==> config.mk <==
export PLATFORM = sky130hd
export DESIGN_NAME = lat_ram
export DESIGN_NICKNAME = d
export VERILOG_FILES = /design/src/lat_ram.sv
export SDC_FILE = /design/constraint.sdc
export NUM_CORES = 1
export LEC_CHECK = 0
export BUFFER_PORTS_ARGS = -buffer_cell sky130_fd_sc_hd__buf_2
export CORE_UTILIZATION = 50
export DETAILED_ROUTE_END_ITERATION = 10
export GPL_ROUTABILITY_DRIVEN = 0
export PLACE_DENSITY = 0.67
export SYNTH_ARGS = -nofsm -noshare
export SYNTH_HDL_FRONTEND = slang
export SYNTH_SLANG_ARGS = --single-unit
==> constraint.sdc <==
create_clock -name clk_i -period 2.1 [get_ports clk_i]
set_clock_uncertainty 0.15 [all_clocks]
set_input_delay 0.42 -clock clk_i [delete_from_list [all_inputs] [get_ports clk_i]]
set_output_delay 0.42 -clock clk_i [all_outputs]
set_load 0.03 [all_outputs]
==> src/lat_ram.sv <==
// Generic single-port RAM with registered read.
`default_nettype none
module lat_ram #(
  parameter int unsigned WIDTH = 8,
  parameter int unsigned DEPTH = 16,
  parameter int unsigned AW    = (DEPTH > 1) ? $clog2(DEPTH) : 1
) (
  input  wire logic             clk_i,
  input  wire logic             we_i,
  input  wire logic             re_i,
  input  wire logic [AW-1:0]    addr_i,
  input  wire logic [WIDTH-1:0] wdata_i,
  output logic      [WIDTH-1:0] rdata_o
);

  logic [WIDTH-1:0] mem [DEPTH];

  always_ff @(posedge clk_i) begin
    if (we_i) begin
      mem[addr_i] <= wdata_i;
    end
    if (re_i) begin
      rdata_o <= mem[addr_i];
    end
  end

endmodule
`default_nettype wire

=== Word-level counts from Yosys, hierarchy flattened ===
Memory sizes are Yosys's and may differ from the RTL's. A register that Yosys moved wholly into a read port is not among the register bits.
Cells that the tools add are included.

* Logic and storage cells: 3
* Input bits: 15
* Output and inout bits: 8
* Memory bits (writable): 128
* Memories kept: 1
* Register bits after elaboration: 0

{| class="wikitable"
|+ Memory list
! name !! depth !! width !! read ports !! clocked after Yosys merged registers in !! write ports !! RTL line !! RTL
|-
| mem || 16 || 8 || 1 || 1 || 1 || 16 || <nowiki>logic [WIDTH-1:0] mem [DEPTH];</nowiki>
|}

* Muxes and demuxes: 2

{| class="wikitable"
|+ Operators by type and width
! operator !! count
|-
| $mux 1 || 2
|}

=== Logic depth before layout (Yosys ltp) ===
Gate-level depths: netlist (run 1).

* Depth in word-level cells: 2
* Mapped depth: 5
* Depth with buffers taken out: 3

=== Least setup slack after synthesis (run 1) ===
No wires, ideal clock.

* Path kind: in2reg
* From: in addr_i[2]
* To: mem mem[0][0] (enable)
* Path slack: 0.037 ns
* Required time: 1.567 ns
* Buffers on the path: 0
* Stages on the path: 2
* Arrival time: 1.530 ns
* Setup time: 0.383 ns
* Path through: or3b_2 -> nor3_1

{| class="wikitable"
|+ RTL lines
! what !! RTL line !! RTL
|-
| start: declaration || 11 || <nowiki>input wire logic [AW-1:0] addr_i,</nowiki>
|-
| end: declaration || 16 ||
|}

No word-level cell before the write port.

=== Final worst setup path (run 1) ===
* From: reg rdata_o[5], read port of mem
* To: out rdata_o[5]

{| class="wikitable"
|+ RTL lines
! what !! RTL line !! RTL
|-
| start: declaration || 13 || <nowiki>output logic [WIDTH-1:0] rdata_o</nowiki>
|}

No word-level cell between the ends.

==> results.tsv, run 1 <==
stage	metric	value	unit
final_layout	antenna_cells	0	
sta	fin_crit	1696	ps
setup_path	critPathCaptureType	output pin	
clock_network	post_cts_buffers	0	
logic_synthesis	syn_area	5147	µm²
worst_hold_path	holdPathStages	1	
worst_hold_path	hp-start	re_i	
clock_network	tritoncts	done	
logic_synthesis	netlist_instances	230	
sta	fmax	589.5	MHz
floorplan	placementRows	36	
setup_path	start_kind	flip-flop	
final_layout	fill_cells	664	
final_layout	nets	307	
clock_network	ctsHoldBuffers	0	
routing	ant_nets	0	
logic_synthesis	seq_area_frac_synth	0.7934	
floorplan	dieHeight	103.5	µm
clock_network	cts_buffer_depth	2	
setup_path	rr_worst_depth	3	
power	power_leakage	0.002103	µW
logic_synthesis	ys_warn_count	0	
setup_path	crit_chain	buf_2	
routing	drc	0	
logic_synthesis	synth_cell_types	17	
floorplan	core	9864	µm²
placement	portBuffers	22	
final_layout	drive_gt1_frac	0.3738	
clock_network	htree_levels	4	
sta	finalSetupViolCount	0	
setup_path	rrSetupSlack	430	ps
global_routing	grt_pass1_vias	2594	
final_layout	final_cells	438	
clock_network	cts_resized	0	
floorplan	die_area	10710	µm²
setup_path	r2r_end	rdata_o[2]	
logic_synthesis	ys_ff_latch	136	
final_layout	area_delta_synth_final	21.49	%
routing	drt_iter0_markers	185	
routing	drtPass1Iterations	4	
floorplan	ios	23	
setup_path	critPathBufInv	1	
clock_network	clk_latency	510	ps
setup_path	regToRegStartpoint	mem[2][2]	
outcome	outcome	finished clean	
routing	vias	2545	
placement	place_hpwl	6385	µm
setup_path	crit_type	flip-flop to output pin	
sta	tightest_slew	387.7	ps
sta	slew-limit-headroom	0.7415	
final_layout	final_util	0.6339	
routing	vias_per_cell	5.811	
setup_path	crit_family	flip-flops	
floorplan	initial_core_util	0.5218	
clock_network	clock-sinks	136	
sta	rsz0062_at_grt	no	
clock_network	cts-root-buf	clkbuf_8	
setup_path	cpPeakStageDelay	420	ps
sta	period_share	0.8077	
global_routing	grt_max_degree	23	
clock_network	path_clk_slew	60	ps
setup_path	crit_fanout	1	
sta	hold_viol	0	
routing	routed_wl	10140	µm
logic_synthesis	syn_nets	245	
setup_path	cp-startpoint	rdata_o[5]	
global_routing	antenna_found_initial	0	
setup_path	worst_ep_arrival_time	1130	ps
worst_hold_path	hold_class	primary input to flip-flop	
placement	dp.cells	406	
worst_hold_path	hold_path_end	rdata_o[0]	
global_routing	grt_pass1_wl	15360	µm
sta	slew_viol_final	0	
floorplan	die_x	103.5	µm
power	powerDensity	1022	nW/µm²
global_routing	grt_use_total	0.2168	
run	cap_violations	0	
setup_path	worst_ep_required_time	1530	ps
final_layout	final_common_cell	edfxtp_1	
power	peakVddDrop	0.0005454	V
clock_network	numCtsBuffers	17	
global_routing	gr-total-overflow	0	
routing	routedWlPerCell	23.15	µm
final_layout	layout_common_cells	edfxtp_1 (136), mux4_2 (32), buf_4 (28)	
setup_path	slowest_stage	edfxtp_1	
logic_synthesis	syn_avg_cell_area	22.38	µm²
[state kept, by name, summed over array words and instances (netlist names)]
name,flops
mem,128
rdata_o,8
[where the power goes]
part           internal [µW]  switching [µW]  total, µW
combinational            137             193        330
sequential              3060            16.8       3080
clock                   1920            1060       2980
total                   5120            1270       6390
[worst reg2reg max path: cells and delay by family, from the launching register on]
kind | cells | cell delay (ps)
simple gates | 1 | 140
mux | 1 | 470
flops | 1 | 370
compound gates | 1 | 290
[synthesized netlist by cell type (all sizes together)]
cell type	n	area (µm²)
edfxtp	136	4084
mux4	32	720.7
a22oi	16	120.1
nor2	13	48.80
nand2	9	33.78
buf	8	47.54
nor3	4	20.02
clkbuf	3	12.51
nand2b	2	12.51
nand3b	2	15.01
nor2b	2	12.51
and2	1	6.260
nand3	1	5.000
or3b	1	8.760
[stage by stage]
| step | total power [µW] | cell area, µm² | setup slack [ps] | hold slack [ps] | setup TNS [ps] |
|---|---|---|---|---|---|
| floorplan | 3311 | 5147 | 36.99 | 368.9 | 0 |
| CTS | 6430 | 6254 | 378.5 | 119.8 | 0 |
| global placement | 3455 | 5654 | -28.44 | 571.2 | -30.90 |
| finish | 6389 | 6254 | 403.7 | 132.0 | 0 |
| detailed placement | 3463 | 5654 | -35.87 | 580.5 | -47.34 |
| global route | 6568 | 6254 | 337.0 | 114.1 | 0 |
[cell type report]
class,instances,area [µm²],share of cell area
sequential,136,4084,0.6531
timing repair buffer,54,400.4,0.06403
clock inverter,13,177.7,0.02841
multi-input combinational,83,1003,0.1605
clock buffer,19,421.7,0.06743
tap,133,166.4,0.02661
[metal layers]
layer,routed length [µm],up-vias,track usage
met4,240,0,0.1062
met3,664,21,0.05175
met1,4319,1324,0.3116
met2,4915,103,0.3158
li1,-,1097,-
met5,0,-,0
[cell families after synthesis]
group | Yosys count | share of synthesized area
AO/OA/AOI/OAI | 16 | 0.02334
buffers and inverters | 11 | 0.01167
multiplexers | 32 | 0.1400
flip-flops | 136 | 0.7934
AND/OR/NAND/NOR | 35 | 0.03160
[how the worst max path moves through the flow]
stage / end / cells after the start
finish: rdata_o[5] / 1
global route: rdata_o[2] / 3
CTS: rdata_o[5] / 1
detailed placement: rdata_o[2] / 5
global placement: rdata_o[2] / 5
floorplan: mem[0][0] / 2
Power figures use the tool's default switching activity.
==> run 2: changes to the inputs <==
--- a/config.mk
+++ b/config.mk
@@ -9,7 +9,7 @@
 export CORE_UTILIZATION = 50
 export DETAILED_ROUTE_END_ITERATION = 10
 export GPL_ROUTABILITY_DRIVEN = 0
-export PLACE_DENSITY = 0.67
+export PLACE_DENSITY = 0.64
 export SYNTH_ARGS = -nofsm -noshare
 export SYNTH_HDL_FRONTEND = slang
 export SYNTH_SLANG_ARGS = --single-unit
==> constraint.sdc (replaced) <==
create_clock -name clk_i -period 1.6 [get_ports clk_i]
set_clock_uncertainty 0.15 [all_clocks]
set_input_delay 0.32 -clock clk_i [delete_from_list [all_inputs] [get_ports clk_i]]
set_output_delay 0.32 -clock clk_i [all_outputs]
set_load 0.03 [all_outputs]
==> run 2 against run 1 <==
Combinational power up 47%. Die area unchanged. Count of clock-buffer cells in the layout down 2. Largest cell class unchanged. Routed wire length down 7.8%. Utilization up 3.1 points. Global-route usage down 1.5 points. Sequential cell count unchanged. Sequential share of layout area down 3.0 points. Design area up 4.8%. Power up 29%. First-iteration DRC count down 25%. Register-to-register slack worse by 410 ps. Critical path type is now flip-flop to flip-flop.
==> results.tsv, run 2 (synthesis gave the netlist of run 1 again) <==
stage	metric	value	unit
final_layout	antenna_cells	0	
final_layout	layout_common_cells	edfxtp_1 (136), mux4_2 (32), buf_2 (21)	
clock_network	clock-sinks	136	
final_layout	nets	306	
setup_path	crit_chain	mux4_2 > a22oi_2 > nand2_1	
floorplan	ios	23	
setup_path	start_kind	flip-flop	
floorplan	initial_core_util	0.5218	
global_routing	grt_pass1_wl	14300	µm
power	powerDensity	1260	nW/µm²
sta	slew-limit-headroom	0.3882	
routing	drc	0	
final_layout	fin_area	6555	µm²
sta	fin_crit	1582	ps
final_layout	final_common_cell	edfxtp_1	
placement	portBuffers	22	
outcome	outcome	finished clean	
global_routing	busiest_layer	met2	
power	peakVddDrop	0.0007939	V
setup_path	cpPeakStageDelay	480	ps
final_layout	area_delta_synth_final	27.35	%
setup_path	crit_family	multiplexers	
global_routing	antenna_found_initial	0	
global_routing	use_met1	0.2689	
final_layout	largest_reg_flops	128	
clock_network	clk_latency	520	ps
power	p_sw	1691	µW
power	power_frac_comb	0.059	
setup_path	worst-path-stages	3	
global_routing	gr-total-overflow	0	
global_routing	grt_max_degree	24	
sta	tightest_slew	915.8	ps
setup_path	regToRegStartpoint	mem[3][6]	
power	swShare	0.2048	
setup_path	critPathBufInv	0	
power	power_leakage	0.002145	µW
floorplan	core	9864	µm²
routing	routed_wl	9347	µm
clock_network	cts_buffer_depth	2	
final_layout	drive_gt1_frac	0.4587	
power	power.total	8258	µW
setup_path	critPathCaptureType	flip-flop	
final_layout	reg_top3	mem x128, rdata_o x8	
placement	place_hpwl	6004	µm
floorplan	dieHeight	103.5	µm
worst_hold_path	hold_class	primary input to flip-flop	
clock_network	numCtsBuffers	17	
setup_path	cp-startpoint	mem[3][6]	
setup_path	slowest_stage	mux4_2	
global_routing	grt_pass1_vias	2473	
setup_path	timing.critical_path.to	rdata_o[6]	
sta	hold_viol	0	
setup_path	worst_ep_arrival_time	1700	ps
sta	fmax	632.0	MHz
final_layout	final_util	0.6645	
power	power_frac_clock	0.453	
setup_path	rrSetupSlack	20	ps
placement	dpl_cell_area	5959	µm²
sta	finalSetupViolCount	0	
clock_network	tritoncts	done	
floorplan	placementRows	36	
global_routing	grt_use_total	0.2014	
clock_network	cts-root-buf	clkbuf_8	
clock_network	htree_levels	4	
run	cap_violations	0	
setup_path	crit_fanout	1	
global_routing	gr-usage-met2	0.3164	
routing	drt_iter0_markers	139	
sta	rsz0062_at_grt	yes	
sta	period_share	0.9890	
routing	vias	2427	
routing	ant_nets	0	
setup_path	worst_ep_required_time	1720	ps
sta	finalSetupTns	0	ps
setup_path	crit_type	flip-flop to flip-flop	
sta	slew_viol_final	0	
global_routing	use_met3	0.06452	
floorplan	die_area	10710	µm²
routing	routedWlPerCell	21.44	µm
final_layout	top_register	mem	
setup_path	rr_worst_depth	3	
power	power.internal	6567	µW
setup_path	r2r_end	rdata_o[6]	
clock_network	path_clk_slew	60	ps
power	seqPwrFrac	0.488	
routing	drtPass1Iterations	5	
floorplan	die_x	103.5	µm
clock_network	post_cts_buffers	0	
routing	vias_per_cell	5.567	
sta	whs	15.90	ps
[run 2: worst register-to-register path, cell delays in order, from the launching register on]
cell      delay, ps
edfxtp_1        370
mux4_2          480
a22oi_2         230
nand2_1         110
[run 2: timing repair]
item | in CTS | in global routing
gates resized for setup | 3 | 3
hold buffers | 0 | 0
endpoints found under the setup margin | 3 | 3
[run 2: per-stage QoR]
step / cells / setup slack [ps]
floorplan: 230 / -71.11
global placement: 405 / -454.0
detailed placement: 405 / -462.0
CTS: 436 / -1.982
global route: 436 / -22.00
finish: 436 / 17.63
[run 2: power by group through the flow]
stage | logic, µW | clock network (µW) | registers (µW)
2_1_floorplan | 245 | 0 | 4140
3_5_place_dp | 485 | 0 | 4110
3_3_place_gp | 475 | 0 | 4100
5_1_grt | 520 | 3960 | 4040
4_1_cts | 491 | 3790 | 4030
6_report | 484 | 3740 | 4030
[run 2: final cells by class]
class	instances	area [µm²]
Clock buffer	17	414.1
Clock inverter	14	158.9
Fill cell	639	3309
Multi-Input combinational cell	83	1174
Sequential cell	136	4084
Tap cell	133	166.4
Timing Repair Buffer	53	558.0
[run 2: routing by layer]
metal,part of all wire,vias to the layer above
met5,0,-
met4,0.010,0
met3,0.051,11
met2,0.50,72
met1,0.44,1244
li1,-,1100
[run 2: worst min path at each step]
stage | start | endpoint | slack [ps] | cells after the start
floorplan | wdata_i[0] | mem[0][0] | 270 | 0
global placement | re_i | rdata_o[1] | 550 | 1
detailed placement | re_i | rdata_o[2] | 550 | 1
CTS | wdata_i[7] | mem[8][7] | 4 | 1
global route | re_i | rdata_o[0] | 4 | 1
finish | re_i | rdata_o[2] | 20 | 1
==> run 3: changes to the inputs <==
--- a/config.mk
+++ b/config.mk
@@ -9,7 +9,7 @@
 export CORE_UTILIZATION = 50
 export DETAILED_ROUTE_END_ITERATION = 10
 export GPL_ROUTABILITY_DRIVEN = 0
-export PLACE_DENSITY = 0.64
+export PLACE_DENSITY = 0.67
 export SYNTH_ARGS = -nofsm -noshare
 export SYNTH_HDL_FRONTEND = slang
 export SYNTH_SLANG_ARGS = --single-unit
==> run 3 against run 2 <==
Power rose by 0.57%. Utilization fell by 0.089 points. Design area decreased by 0.13%. Sequential power about the same. Fmax down 0.53%. Die area is the same. Combinational power up 6.0%. Critical path depth did not move. Hold slack gained 46 ps.
==> results.tsv, run 3 (synthesis gave the netlist of run 1 again) <==
stage	metric	value	unit
routing	routedWlPerCell	24.38	µm
routing	vias_per_cell	5.695	
power	peakVddDrop	0.0005956	V
sta	hold_viol	0	
final_layout	fin_area	6546	µm²
routing	drc	0	
sta	fmax	628.6	MHz
final_layout	layout_common_cells	edfxtp_1 (136), mux4_2 (32), buf_4 (22)	
setup_path	crit_fanout	1	
setup_path	rr_worst_depth	3	
final_layout	final_common_cell	edfxtp_1	
setup_path	rrSetupSlack	9	ps
clock_network	htree_levels	4	
placement	dpl_cell_area	5912	µm²
clock_network	cts-root-buf	clkbuf_8	
floorplan	dieHeight	103.5	µm
clock_network	numCtsBuffers	17	
power	seqPwrFrac	0.486	
run	cap_violations	0	
sta	finalSetupViolCount	0	
power	powerDensity	1269	nW/µm²
global_routing	grt_use_total	0.2291	
global_routing	antenna_found_initial	0	
final_layout	reg_top3	mem x128, rdata_o x8	
sta	tightest_slew	865.2	ps
floorplan	initial_core_util	0.5218	
power	power.total	8305	µW
placement	place_hpwl	6675	µm
floorplan	die_area	10710	µm²
final_layout	antenna_cells	0	
clock_network	clk_latency	510	ps
floorplan	placementRows	36	
floorplan	die_x	103.5	µm
clock_network	clock-sinks	136	
sta	rsz0062_at_grt	yes	
setup_path	worst_ep_arrival_time	1700	ps
routing	drt_iter0_markers	175	
setup_path	worst_ep_required_time	1710	ps
power	power_frac_clock	0.452	
setup_path	crit_type	flip-flop to flip-flop	
power	power.internal	6586	µW
sta	slew_viol_final	0	
outcome	outcome	finished clean	
sta	period_share	0.9942	
sta	fin_crit	1591	ps
routing	ant_nets	0	
setup_path	critPathCaptureType	flip-flop	
global_routing	gr-total-overflow	0	
clock_network	tritoncts	done	
power	p_sw	1719	µW
global_routing	busiest_layer	met2	
global_routing	gr-usage-met2	0.3316	
floorplan	ios	23	
routing	routed_wl	10730	µm
power	swShare	0.2070	
clock_network	path_clk_slew	60	ps
sta	whs	61.41	ps
setup_path	cp-startpoint	mem[3][7]	
setup_path	r2r_end	rdata_o[7]	
global_routing	use_met1	0.3222	
power	power_frac_comb	0.062	
floorplan	core	9864	µm²
power	power_leakage	0.002138	µW
final_layout	drive_gt1_frac	0.4658	
placement	portBuffers	22	
setup_path	regToRegStartpoint	mem[3][7]	
final_layout	area_delta_synth_final	27.18	%
setup_path	start_kind	flip-flop	
final_layout	nets	309	
routing	vias	2506	
setup_path	timing.critical_path.to	rdata_o[7]	
global_routing	use_met3	0.07191	
global_routing	grt_pass1_wl	16170	µm
clock_network	cts_buffer_depth	2	
final_layout	largest_reg_flops	128	
final_layout	top_register	mem	
worst_hold_path	hold_class	primary input to flip-flop	
sta	slew-limit-headroom	0.4220	
global_routing	grt_pass1_vias	2594	
global_routing	grt_max_degree	29	
routing	drtPass1Iterations	4	
## run 3: cell types whose count changed in the layout (fill, tap and decap cells not counted), sizes merged
cell / previous run / this run
clkbuf: 17 / 19
clkinv: 8 / 7
buf: 53 / 55
dlygate4sd3: 0 / 1
## run 3: critical path: stages, from the launching register on
cell	delay, ps
edfxtp_1	380
mux4_2	510
a22oi_2	210
nand2_1	80
## run 3: worst min-delay path by stage
stage | slack, ps | start | depth (start not counted) | to
final | 60 | wdata_i[6] | 1 | mem[14][6]
after global routing | 50 | wdata_i[6] | 1 | mem[13][6]
after CTS | 50 | wdata_i[5] | 1 | mem[15][5]
after detailed placement | 540 | re_i | 1 | rdata_o[2]
after global placement | 540 | re_i | 1 | rdata_o[2]
after floorplan | 270 | wdata_i[0] | 0 | mem[0][0]
## run 3: cell type report
class / count / area, µm²
Fill cell: 622 / 3318
Multi-Input combinational cell: 83 / 1199
Clock inverter: 13 / 155.1
Clock buffer: 19 / 421.7
Tap cell: 133 / 166.4
Sequential cell: 136 / 4084
Timing Repair Buffer: 56 / 520.5
## run 3: what timing repair did
item,4_1_cts,5_1_grt
pin swaps,3,4
endpoints found under the setup margin,7,8
resized for setup,7,4
endpoints found under the hold margin,8,0
buffers inserted,0,0
hold buffers,1,0
## run 3: power by group through the flow
| stage | logic (µW) | registers, µW | clock network [µW] |
|---|---|---|---|
| floorplan | 245 | 4140 | 0 |
| global placement | 491 | 4110 | 0 |
| detailed placement | 497 | 4110 | 0 |
| CTS | 516 | 4040 | 3800 |
| global route | 551 | 4040 | 3940 |
| finish | 513 | 4040 | 3750 |
## run 3: metrics by stage
stage / std cells / setup TNS, ps / setup slack, ps / utilization
after global placement: 407 / -16690 / -512.1 / 0.5993
final: 440 / 0 / 9.203 / 0.6636
after floorplan: 230 / -581.9 / -71.11 / -
after global routing: 440 / -86.90 / -33.81 / 0.6636
after detailed placement: 407 / -17300 / -510.8 / 0.5993
after CTS: 440 / -3.325 / -3.325 / 0.6624
## run 3: routing by layer
layer / part of all wire / up-vias
li1: - / 1103
met1: 0.41 / 1286
met2: 0.48 / 102
met3: 0.083 / 15
met4: 0.022 / 0
met5: 0 / -
